File: config.mk
export PLATFORM = sky130hd
export DESIGN_NAME = ima_cell
export DESIGN_NICKNAME = d
export VERILOG_FILES = /design/src/rtl/interval_map_range_assign_defines.svh /design/src/rtl/ima_pkg.sv /design/src/rtl/ima_cell.sv
export SDC_FILE = /design/constraint.sdc
export NUM_CORES = 1
export LEC_CHECK = 0
export ABC_CLOCK_PERIOD_IN_PS = 4200
export BUFFER_PORTS_ARGS = -buffer_cell sky130_fd_sc_hd__buf_4
export CAP_MARGIN = 20
export CORE_MARGIN = 2
export CORE_UTILIZATION = 25
export DETAILED_ROUTE_END_ITERATION = 6
export GPL_TIMING_DRIVEN = 0
export HOLD_SLACK_MARGIN = 0.12
export PLACE_DENSITY = 0.5
export SYNTH_ARGS = -nofsm -noshare
export SYNTH_HDL_FRONTEND = slang
export SYNTH_SLANG_ARGS = --single-unit
File: constraint.sdc
create_clock -name clock -period 4.2 [get_ports clock]
set_clock_uncertainty 0.1 [all_clocks]
set_input_delay 0.21 -clock clock [delete_from_list [all_inputs] [get_ports clock]]
set_output_delay 0.21 -clock clock [all_outputs]
set_load 0.01 [all_outputs]
File: src/rtl/interval_map_range_assign_defines.svh
// Assertion macros shared by the interval map RTL.
`ifndef INTERVAL_MAP_RANGE_ASSIGN_DEFINES_SVH
`define INTERVAL_MAP_RANGE_ASSIGN_DEFINES_SVH
`ifndef SYNTH
`define IMA_ASSERT_IMP(name, ante, cons, msg) \
   name: assert property (@(posedge clock) disable iff (reset) (ante) |-> (cons)) \
      else $error(msg);
`define IMA_ASSERT_NXT(name, ante, cons, msg) \
   name: assert property (@(posedge clock) disable iff (reset) (ante) |=> (cons)) \
      else $error(msg);
`else
`define IMA_ASSERT_IMP(name, ante, cons, msg)
`define IMA_ASSERT_NXT(name, ante, cons, msg)
`endif
`endif

File: src/rtl/ima_pkg.sv
// Shared types and constants of the interval map.
package ima_pkg;

   localparam int CAPACITY_DEF = 64;
   localparam int KEY_W        = 32;
   localparam int VAL_W        = 8;
   localparam int STAT_W       = 2;
   localparam int USED_OUT_W   = 7;

   localparam logic [VAL_W-1:0] DEFAULT_RESET = 8'd35;

   localparam logic KIND_ASSIGN = 1'b0;
   localparam logic KIND_LOOKUP = 1'b1;

   localparam logic [STAT_W-1:0] ST_DONE  = 2'd0;
   localparam logic [STAT_W-1:0] ST_EMPTY = 2'd1;
   localparam logic [STAT_W-1:0] ST_FULL  = 2'd2;

   typedef enum logic [1:0] {
      OP_HOLD,
      OP_DEL,
      OP_INS
   } op_kind_type;

   // Broadcast to every cell: what to do this cycle and what to insert
   typedef struct packed {
      op_kind_type             kind;
      logic signed [KEY_W-1:0] key;
      logic [VAL_W-1:0]        value;
   } cell_op_type;

   typedef struct packed {
      logic lt;
      logic le;
   } cell_flag_type;

endpackage

File: src/rtl/ima_cell.sv
// One breakpoint cell of the sorted chain: holds a key and value, shifts with neighbors.
module ima_cell #(
   parameter int IDX = 0,
   parameter int IW  = 6
) (
   input  logic                             clock,
   input  ima_pkg::cell_op_type             op,
   input  logic [IW-1:0]                    pos,
   input  logic signed [ima_pkg::KEY_W-1:0] left_key,
   input  logic [ima_pkg::VAL_W-1:0]        left_value,
   input  logic signed [ima_pkg::KEY_W-1:0] right_key,
   input  logic [ima_pkg::VAL_W-1:0]        right_value,
   input  logic signed [ima_pkg::KEY_W-1:0] lo_key,
   input  logic signed [ima_pkg::KEY_W-1:0] hi_key,
   output logic signed [ima_pkg::KEY_W-1:0] key,
   output logic [ima_pkg::VAL_W-1:0]        value,
   output ima_pkg::cell_flag_type           flag
);
   import ima_pkg::*;

   localparam logic [IW-1:0] MY_POS = IW'(IDX);

   logic signed [KEY_W-1:0] key_ff, key_in;
   logic [VAL_W-1:0]        value_ff, value_in;

   // Delete pulls from the right neighbor, insert pushes to the right
   always_comb begin
      key_in   = key_ff;
      value_in = value_ff;
      unique case (op.kind)
         OP_DEL: begin
            if (MY_POS >= pos) begin
               key_in   = right_key;
               value_in = right_value;
            end
         end
         OP_INS: begin
            if (MY_POS == pos) begin
               key_in   = op.key;
               value_in = op.value;
            end else if (MY_POS > pos) begin
               key_in   = left_key;
               value_in = left_value;
            end
         end
         default: begin
         end
      endcase
   end

   always_ff @(posedge clock) begin
      key_ff   <= key_in;
      value_ff <= value_in;
   end

   // Compare against the broadcast range bounds
   assign flag.lt = key_ff < lo_key;
   assign flag.le = key_ff <= hi_key;
   assign key     = key_ff;
   assign value   = value_ff;

endmodule

# --- Word-level counts from Yosys, hierarchy flattened ---
# Cells that the tools add are included.
word_totals:
  register_bits: 40
  in_bits: 193
  output_inout_bits: 42
  elab_cells: 21
classes:
  n_lt_le_gt_ge: 4
  n_eq_ne: 4
  n_mux: 8
  reduce_logical: 3
op_table:
  columns: ["op", "n"]
  rows:
  - ["32-bit 2-to-1 mux", 3]
  - ["32-bit case mux with 2 select lines", 1]
  - ["32-bit <= comparator", 1]
  - ["32-bit < comparator", 1]
  - ["8-bit 2-to-1 mux", 3]
  - ["8-bit case mux with 2 select lines", 1]
  - ["1-bit by 6-bit greater-or-equal comparator with 1-bit output (first input constant)", 1]
  - ["1-bit by 6-bit greater-than comparator with 1-bit output (first input constant)", 1]
  - ["6-bit zero test", 1]
  - ["3-bit != test (second input constant)", 1]
  - ["3-bit AND reduction", 1]
  - ["2-bit by 1-bit == test with 1-bit output (second input constant)", 1]
  - ["2-bit == test (second input constant)", 1]
  - ["2-bit != test (second input constant)", 1]
  - ["2-bit nonzero test", 1]

# --- Longest topological paths before layout ---
# Gate-level depths: netlist of the first run.
logic_depth:
  depth_word: 4
  ltp_mapped: 8
  depth_no_buf: 8

# --- Worst setup path after synthesis of the first run ---
# Ideal clock, no wire load.
synth_path:
  path_type: "input-to-reg"
  from: "input pos[5]"
  to: "register key_ff[0], in the netlist key[0], enable pin"
  setup_time_ns: 0.451
  arrival_time_ns: 2.812
  t_required_ns: 3.649
  setup_slack_ns: 0.837
  stages: 4
  path_buffers: 1
  path_cell_list: "nor4_1 nand2_1 buf_2 a21oi_1"
synth_via:
  elab_chain_cells: 3
  elab_cells_between_ends: 6
  cone_classes: "2 x order compare; 2 x eq/ne; 2 x reduce/logical"
synth_rtl:
  columns: ["element", "line", "rtl"]
  rows:
  - ["start: declaration", "ima_cell.sv:8", "input logic [IW-1:0] pos,"]
  - ["1-bit by 6-bit greater-than comparator with 1-bit output (tied with other cells)", "ima_cell.sv:41", "end else if (MY_POS > pos) begin"]
  - ["3-bit != test (no line) or 2-bit != test (tied branches)", null, null]
  - ["3-bit AND reduction (no line) (*)", null, null]
  - ["end signal: assignment", "ima_cell.sv:52", "key_ff <= key_in;"]
  - ["end: declaration", "ima_cell.sv:23", "logic signed [KEY_W-1:0] key_ff, key_in;"]
# Mark *: on every way between the ends. The rest lies on a longest branch, timed or not.
# A chain may end at the register's enable or synchronous reset.

==> results.py, run 1 <==
metrics = {
    "min_path": {
        "hold_start": "right_key[7]",
        "hold-path-cell-count": 3,
        "worstHoldEndpoint": "key[7]$_DFFE_PP_",
        "hp-class": "input port to flip-flop",
    },
    "run_status": {
        "status": "finished, final reports clean",
    },
    "yosys": {
        "syn_area_um2": 3620,
        "synth_top_area_share_pct": 33.2,
        "ys_seq_elements": 40,
        "synth.distinct_cells": 32,
        "ys.flop_type": "edfxtp_1",
        "synth_warnings": 0,
        "syn_nets": 654,
        "seq_area_frac_synth_pct": 33.2,
        "syn_avg_cell_area_um2": 9.09,
        "synth_area_leaders": "edfxtp_1 33%, ha_1 22%, mux2i_1 11%",
        "synth_edf_count": 40,
        "netlist_top_cells_count": "63 x ha_1, 63 x inv_1, 50 x nand2_1",
        "yosysTopAreaCell": "edfxtp_1",
        "postSynthCellCount": 398,
        "async_reset_ff_share_pct": 0,
    },
    "routing": {
        "ant_nets": 0,
        "vias_per_cell": 4.48,
        "vias": 3801,
        "drt_iter0_markers": 66,
        "dr.pass1.iters": 4,
        "drt_wl_total_um": 12100,
        "wl_per_cell_um": 14.2,
        "drc": 0,
    },
    "setup_path": {
        "critPathArrivalTime_ns": 2.84,
        "setup.worst_path.end_class": "output port",
        "critPathMaxFanout": 4,
        "startpoint_type": "flip-flop",
        "required_ns": 3.89,
        "critPathKind": "flip-flop to output port",
    },
    "cts": {
        "htree_levels": 2,
        "cts_post_setup_buffers_inserted": 0,
        "cts_max_path_buffers": 2,
        "cts-root-buf": "clkbuf_16",
        "cts_tree": "done",
        "clock-sinks": 40,
        "cts.clk_slew.worst_paths_ns": 0.06,
        "numCtsBuffers": 5,
    },
    "timing": {
        "maxSlewHeadroom_pct": 48.6,
        "tightest_slew_ns": 0.770,
        "setup_viol_count_final": 0,
        "rsz0062_at_grt": "false",
        "slew_viol_final": 0,
        "final.min_clock_period_ns": 3.15,
        "max_clock_freq_ghz": 0.318,
        "period_share_pct": 75.0,
        "hold_viol_final": 0,
    },
    "floorplanning": {
        "die_w_um": 124,
        "start_util_pct": 25.8,
        "boundaryPins": 235,
        "num_rows": 43,
        "core_um2": 14000,
        "fp.dieArea_um2": 15400,
        "die_height_um": 124,
    },
    "placed_design": {
        "routabilityCongestion": 0.823,
        "dp_hpwl_um": 10300,
        "port_buffers": 234,
        "place_inst": 813,
    },
    "global_route": {
        "grt_pass1_wl_um": 19300,
        "grt.total_usage_pct": 15.2,
        "grt_max_degree": 22,
        "first_global_vias": 4036,
        "grt_overflow_total": 0,
        "antenna_found_initial": 0,
    },
    "final_layout": {
        "fin_util_pct": 43.5,
        "multiInputGateArea_um2": 2140,
        "layout-drive-gt1-share_pct": 36.9,
        "antennaDiodeCount": 0,
        "syn_to_final_growth_pct": 68.1,
        "regArea_um2": 1200,
        "fin_nets": 924,
        "fillerInstances": 1416,
        "stdcell_count": 849,
    },
    "power_and_ir_drop": {
        "peakVddDrop_uv": 132,
        "power_density_nw_per_um2": 194,
        "power.leakage_nw": 3.32,
        "total_power_mw": 1.18,
    },
    "flow_run": {
        "maxCapViolations": 0,
    },
}
==> cell families after synthesis <==
| group | count (synthesis) | share of synthesized area, % |
|---|---|---|
| fa+ha+maj | 63 | 21.8 |
| simple gates | 84 | 10.4 |
| compound gates | 94 | 15.2 |
| flops | 40 | 33.2 |
| mux | 41 | 11.4 |
| buf+inv | 76 | 8.03 |
==> critical path: stages, from the launching register on <==
cell and delay (ns):
edfxtp_1 0.45, ha_1 0.38, nand4_1 0.18, nor4_1 0.64, o41ai_2 0.20, o2111ai_1 0.18
mux2_1 0.37, buf_4 0.16
==> flip-flops by register name (all words and copies together) (netlist names) <==
signal  flops
key        32
value       8
==> cell type report <==
| class | instances | area share (%) |
|---|---|---|
| clock inverter | 3 | 0.617 |
| multi-input combinational | 282 | 35.1 |
| inverter | 63 | 3.89 |
| clock buffer | 5 | 2.06 |
| tap | 180 | 3.70 |
| timing repair buffer | 263 | 34.0 |
| sequential | 40 | 19.8 |
| buffer | 13 | 0.885 |
==> metal layers <==
metal | vias up | global-route usage (%) | wire length (um)
li1 | 1955 | - | -
met1 | 1698 | 17.2 | 4900
met2 | 141 | 28.0 | 6080
met3 | 7 | 4.90 | 999
met4 | 0 | 3.17 | 95
met5 | - | 0 | 0
==> per-stage QoR <==
stage / setup TNS (ns) / hold slack, ns / worst slack [ns] / instance area, um2
2_1_floorplan: 0 / 0.297 / 0.837 / 3620
4_1_cts: 0 / 0.121 / 0.956 / 6080
3_3_place_gp: -20.63 / 0.387 / -0.518 / 5600
5_1_grt: 0 / 0.136 / 0.856 / 6080
3_5_place_dp: 0 / 0.392 / 1.27 / 5640
6_report: 0 / 0.119 / 1.05 / 6080
==> cells in the final DEF (no fill, tap or decap) <==
cell	netlist	layout
a31oi_1	1	1
nor4_1	3	3
a221o_1	1	1
a21oi_1	22	21
a21o_1	13	13
o311ai_0	1	1
o21a_1	1	1
buf_4	0	234
nand3_1	6	6
o211ai_1	1	1
nand2_1	50	50
nand4_1	12	12
clkbuf_1	9	9
dlygate4sd3_1	0	28
o41ai_2	1	1
o2111ai_1	1	1
clkinv_1	0	2
and3_1	1	1
bufinv_16	0	1
mux2_1	1	1
a211oi_1	2	2
o31ai_1	1	1
o21ai_1	1	1
clkbuf_16	0	5
nor2_1	6	6
o21ai_0	45	45
ha_1	63	63
nor2b_1	1	1
nand2b_1	3	3
buf_2	4	4
mux2i_1	40	40
a21boi_0	1	1
a221oi_1	1	1
inv_1	63	63
a21boi_1	1	1
a21oi_4	0	1
buf_16	0	1
edfxtp_1	40	40
nor3_1	2	2
==> how the worst max path moves through the flow <==
| stage | start | endpoint | slack [ns] | cells past startpoint |
|---|---|---|---|---|
| floorplan | pos[5] | key[0]$_DFFE_PP_ | 0.84 | 4 |
| global placement | pos[5] | key[10]$_DFFE_PP_ | -0.52 | 5 |
| detailed placement | key[31]$_DFFE_PP_ | flag[0] | 1.27 | 7 |
| CTS | key[31]$_DFFE_PP_ | flag[0] | 0.96 | 7 |
| global route | key[31]$_DFFE_PP_ | flag[0] | 0.86 | 7 |
| finish | key[31]$_DFFE_PP_ | flag[0] | 1.05 | 7 |
==> what timing repair did <==
action                    4_1_cts  5_1_grt
gates resized for setup         0        0
hold buffers                   28        0
hold endpoints to repair       28        0
==> power by group <==
part	leakage [nW]	switching (mW)	internal, mW
logic	2.89	0.113	0.192
registers	0.351	0.00208	0.446
clock network	0.0789	0.152	0.276
(Power assumes the default switching activity.)
==> run 2: changes to the inputs <==
--- a/config.mk
+++ b/config.mk
@@ -5,7 +5,7 @@
 export SDC_FILE = /design/constraint.sdc
 export NUM_CORES = 1
 export LEC_CHECK = 0
-export ABC_CLOCK_PERIOD_IN_PS = 4200
+export ABC_CLOCK_PERIOD_IN_PS = 2900
 export BUFFER_PORTS_ARGS = -buffer_cell sky130_fd_sc_hd__buf_4
 export CAP_MARGIN = 20
 export CORE_MARGIN = 2
==> constraint.sdc (replaced) <==
create_clock -name clock -period 2.9 [get_ports clock]
set_clock_uncertainty 0.1 [all_clocks]
set_input_delay 0.145 -clock clock [delete_from_list [all_inputs] [get_ports clock]]
set_output_delay 0.145 -clock clock [all_outputs]
set_load 0.01 [all_outputs]
==> results.py, run 2 (synthesis gave the netlist of run 1 again) <==
metrics = {
    "global_route": {
        "grt.total_usage_pct": 15.7,
        "grt_pass1_wl_um": 19800,
        "antenna_found_initial": 0,
        "first_global_vias": 4129,
        "grt_overflow_total": 0,
        "grt_max_degree": 22,
    },
    "timing": {
        "setup_viol_count_final": 0,
        "period_share_pct": 96.7,
        "slew_viol_final": 0,
        "hold_viol_final": 0,
        "final.min_clock_period_ns": 2.81,
        "maxSlewHeadroom_pct": 47.6,
        "max_clock_freq_ghz": 0.357,
        "tightest_slew_ns": 0.784,
    },
    "cts": {
        "cts-root-buf": "clkbuf_16",
        "cts_max_path_buffers": 2,
        "numCtsBuffers": 5,
        "cts.clk_slew.worst_paths_ns": 0.06,
        "htree_levels": 2,
        "cts_tree": "done",
        "clock-sinks": 40,
    },
    "setup_path": {
        "required_ns": 2.65,
        "critPathMaxFanout": 3,
        "critPathArrivalTime_ns": 2.56,
        "slowest_delay_ns": 0.47,
        "cp_top_family": "simple AND/OR/NAND/NOR gates",
        "startpoint_type": "flip-flop",
        "setup.worst_path.end_class": "output port",
        "crit_buf_inv": 1,
        "slowest_stage": "nor4_4",
        "critPathKind": "flip-flop to output port",
        "crit_path_cell_trace": "ha_1 > nand4_1 > nor4_4 > o41ai_4 > o2111ai_2 > mux2_1 > buf_4",
    },
    "power_and_ir_drop": {
        "peakVddDrop_uv": 193,
        "p_int_mw": 1.34,
        "power.leakage_nw": 3.42,
        "total_power_mw": 1.73,
        "power_density_nw_per_um2": 274,
        "p_switching_uw": 387,
        "switching_share_pct": 22.4,
        "combPwrFrac_pct": 27.0,
        "power_frac_clock_pct": 35.5,
        "seqPwrFrac_pct": 37.5,
    },
    "final_layout": {
        "final_common_cell": "buf_4",
        "multiInputGateArea_um2": 2180,
        "largest_register_ffs": 32,
        "layout-drive-gt1-share_pct": 37.0,
        "syn_to_final_growth_pct": 74.3,
        "antennaDiodeCount": 0,
        "regArea_um2": 1200,
        "layout_common_cells": "236 x buf_4, 63 x inv_1, 63 x ha_1, 50 x nand2_1, 45 x o21ai_0",
        "fin_util_pct": 45.1,
        "fin_nets": 942,
        "postLayoutCellArea_um2": 6300,
        "fillerInstances": 1381,
    },
    "floorplanning": {
        "die_w_um": 124,
        "die_height_um": 124,
        "core_um2": 14000,
        "boundaryPins": 235,
        "start_util_pct": 25.8,
        "num_rows": 43,
        "fp.dieArea_um2": 15400,
    },
    "flow_run": {
        "maxCapViolations": 0,
    },
    "routing": {
        "drc": 0,
        "ant_nets": 0,
        "vias": 3835,
        "dr.pass1.iters": 4,
        "drt_iter0_markers": 69,
        "vias_per_cell": 4.42,
        "wl_per_cell_um": 14.5,
        "drt_wl_total_um": 12600,
    },
    "placed_design": {
        "place_area_um2": 5640,
        "port_buffers": 234,
        "dp_hpwl_um": 10500,
        "routabilityCongestion": 0.788,
    },
    "min_path": {
        "hp-class": "input port to flip-flop",
    },
    "run_status": {
        "status": "finished, final reports clean",
    },
}
==> run 2: worst paths after layout <==
kind / from / cells past startpoint / slack (ns) / end
hold / removal: op[26] / 3 / 0.13 / key[18]$_DFFE_PP_
setup / recovery: key[27]$_DFFE_PP_ / 7 / 0.09 / flag[0]
==> run 2: repair_timing <==
| action | 4_1_cts | 5_1_grt |
|---|---|---|
| hold buffers | 44 | 0 |
| gates resized for setup | 3 | 5 |
| buffers inserted | 0 | 2 |
| endpoints found under the setup margin | 2 | 2 |
| pin swaps | 0 | 1 |
| hold endpoints to repair | 40 | 0 |
==> run 2: power by group through the flow <==
stage,Combinational (mW),Clock (mW),Sequential (mW)
2_1_floorplan,0.159,0,0.662
3_3_place_gp,0.404,0,0.661
3_5_place_dp,0.415,0,0.661
4_1_cts,0.468,0.634,0.649
5_1_grt,0.521,0.655,0.649
6_report,0.466,0.613,0.649
==> run 2: area by class of cell <==
type                            instances  share of cell area (%)
Timing Repair Buffer                  281                    35.5
Inverter                               63                    3.75
Clock inverter                          3                   0.595
Multi-Input combinational cell        282                    34.7
Tap cell                              180                    3.57
Buffer                                 13                   0.854
Clock buffer                            5                    1.98
Sequential cell                        40                    19.1
==> run 2: layer usage <==
metal,track usage (%),up-vias,part of all wire [%]
met5,0,-,0
met4,3.11,0,0.92
met3,4.98,8,7.5
met2,29.0,137,51
met1,17.7,1693,41
li1,-,1997,-
==> run 2: stage by stage <==
step           setup slack [ns]   TNS, ns  hold slack, ns  std cells
3_5_place_dp             0.0629         0           0.326        813
6_report                 0.0950         0           0.127        867
3_3_place_gp             -0.435    -17.30           0.321        812
5_1_grt                -0.00794  -0.00794           0.143        867
4_1_cts                 0.00309         0           0.123        865
2_1_floorplan             0.505         0           0.232        398
==> run 3: changes to the inputs <==
--- a/config.mk
+++ b/config.mk
@@ -9,11 +9,11 @@
 export BUFFER_PORTS_ARGS = -buffer_cell sky130_fd_sc_hd__buf_4
 export CAP_MARGIN = 20
 export CORE_MARGIN = 2
-export CORE_UTILIZATION = 25
+export CORE_UTILIZATION = 43
 export DETAILED_ROUTE_END_ITERATION = 6
 export GPL_TIMING_DRIVEN = 0
 export HOLD_SLACK_MARGIN = 0.12
-export PLACE_DENSITY = 0.5
+export PLACE_DENSITY = 0.79
 export SYNTH_ARGS = -nofsm -noshare
 export SYNTH_HDL_FRONTEND = slang
 export SYNTH_SLANG_ARGS = --single-unit
==> results.py, run 3 (synthesis gave the netlist of run 1 again) <==
metrics = {
    "final_layout": {
        "syn_to_final_growth_pct": 71.5,
        "fin_util_pct": 75.8,
        "regArea_um2": 1200,
        "final_common_cell": "buf_4",
        "fillerInstances": 576,
        "layout_common_cells": "234 x buf_4, 63 x inv_1, 63 x ha_1, 53 x dlygate4sd3_1, 50 x nand2_1",
        "layout-drive-gt1-share_pct": 36.0,
        "antennaDiodeCount": 0,
        "multiInputGateArea_um2": 2160,
        "largest_register_ffs": 32,
        "fin_nets": 949,
    },
    "placed_design": {
        "routabilityCongestion": 0.934,
        "post-place-ws_ns": 0.190,
        "dp_hpwl_um": 9540,
        "port_buffers": 234,
    },
    "setup_path": {
        "critPathMaxFanout": 3,
        "setup.worst_path.end_class": "output port",
        "crit_end": "flag[0]",
        "startpoint_type": "flip-flop",
        "critPathArrivalTime_ns": 2.51,
        "critPathKind": "flip-flop to output port",
        "worstSetupStartpoint": "key[14]$_DFFE_PP_",
        "required_ns": 2.65,
    },
    "routing": {
        "drc": 0,
        "drt_wl_total_um": 12600,
        "ant_nets": 0,
        "wl_per_cell_um": 15.8,
        "vias": 4113,
        "vias_per_cell": 5.15,
        "dr.pass1.iters": 5,
        "drt_iter0_markers": 117,
    },
    "cts": {
        "cts_tree": "done",
        "clock-sinks": 40,
        "htree_levels": 2,
        "cts_max_path_buffers": 2,
        "numCtsBuffers": 5,
        "cts.clk_slew.worst_paths_ns": 0.08,
        "cts-root-buf": "clkbuf_8",
    },
    "power_and_ir_drop": {
        "peakVddDrop_uv": 197,
        "power_density_nw_per_um2": 258,
        "power.leakage_nw": 3.42,
        "total_power_mw": 1.60,
    },
    "timing": {
        "hold_viol_final": 0,
        "setup_tns_ns": 0,
        "slew_viol_final": 0,
        "final.min_clock_period_ns": 2.76,
        "tightest_slew_ns": 0.789,
        "period_share_pct": 95.1,
        "rsz0062_at_grt": "false",
        "setup_ws_ns": 0.141,
        "setup_viol_count_final": 0,
        "maxSlewHeadroom_pct": 47.3,
        "max_clock_freq_ghz": 0.363,
    },
    "floorplanning": {
        "start_util_pct": 44.2,
        "core_um2": 8180,
        "die_height_um": 95.7,
        "die_w_um": 95.7,
        "boundaryPins": 235,
        "num_rows": 33,
        "fp.dieArea_um2": 9160,
    },
    "global_route": {
        "grt_max_degree": 22,
        "first_global_vias": 4169,
        "antenna_found_initial": 0,
        "grt_pass1_wl_um": 18500,
        "grt_overflow_total": 0,
        "grt.total_usage_pct": 26.2,
    },
    "flow_run": {
        "maxCapViolations": 0,
    },
    "run_status": {
        "status": "finished, final reports clean",
    },
    "min_path": {
        "hp-class": "input port to flip-flop",
    },
}
-- run 3: cell count changes in the layout (fill, tap and decap cells not counted), moves of 2 or more --
cell           delta
clkinv_1          -2
buf_4             -2
dlygate4sd3_1     +9
clkbuf_16         -5
clkbuf_8          +5
-- run 3: worst min-delay path by stage --
stage                     depth (start not counted)                end  slack (ns)     startpoint
after floorplan                                   2   key[0]$_DFFE_PP_        0.23   right_key[0]
after global placement                            3  key[26]$_DFFE_PP_        0.32  right_key[26]
after detailed placement                          3  key[17]$_DFFE_PP_        0.32  right_key[17]
after CTS                                         3  key[22]$_DFFE_PP_        0.12         op[30]
after global routing                              3  key[22]$_DFFE_PP_        0.12         op[30]
final                                             3  key[22]$_DFFE_PP_        0.12         op[30]
-- run 3: cell type report --
class / instances / share of cell area [%]
tap: 105 / 2.12
multi-input combinational: 282 / 34.8
inverter: 63 / 3.81
clock buffer: 6 / 1.17
sequential: 40 / 19.4
buffer: 13 / 0.868
clock inverter: 2 / 0.565
timing repair buffer: 288 / 37.3
-- run 3: critical path: stages (launching register included) --
cell and delay [ns]:
edfxtp_1 0.44, ha_1 0.35, nand4_1 0.19, nor3_2 0.26
a21boi_1 0.22, o41ai_2 0.10, o2111ai_1 0.15, mux2_1 0.35
buf_4 0.16
-- run 3: stage by stage --
stage,cell area (um2),instances,hold slack (ns)
floorplan,3620,398,0.232
global placement,5510,737,0.321
detailed placement,5540,738,0.324
CTS,6190,799,0.122
global route,6200,799,0.121
finish,6200,799,0.124
-- run 3: what timing repair did --
item,in CTS,in global routing
endpoints found under the setup margin,1,1
hold endpoints to repair,40,0
resized for setup,1,2
pin swaps,0,3
buffers inserted,0,0
hold buffers,53,0
-- run 3: report_power, final --
group	switching, mW	internal [mW]
clock network	0.206	0.256
logic	0.181	0.307
registers	0.00289	0.644
total	0.390	1.21
-- run 3: metal layers --
metal  track usage, %  part of all wire, %  vias up
met3             5.56                  7.6       30
met2             50.2                   53      184
met1             27.9                   37     1890
li1                 -                    -     2009
met4             9.76                  2.5        0
met5                0                    0        -
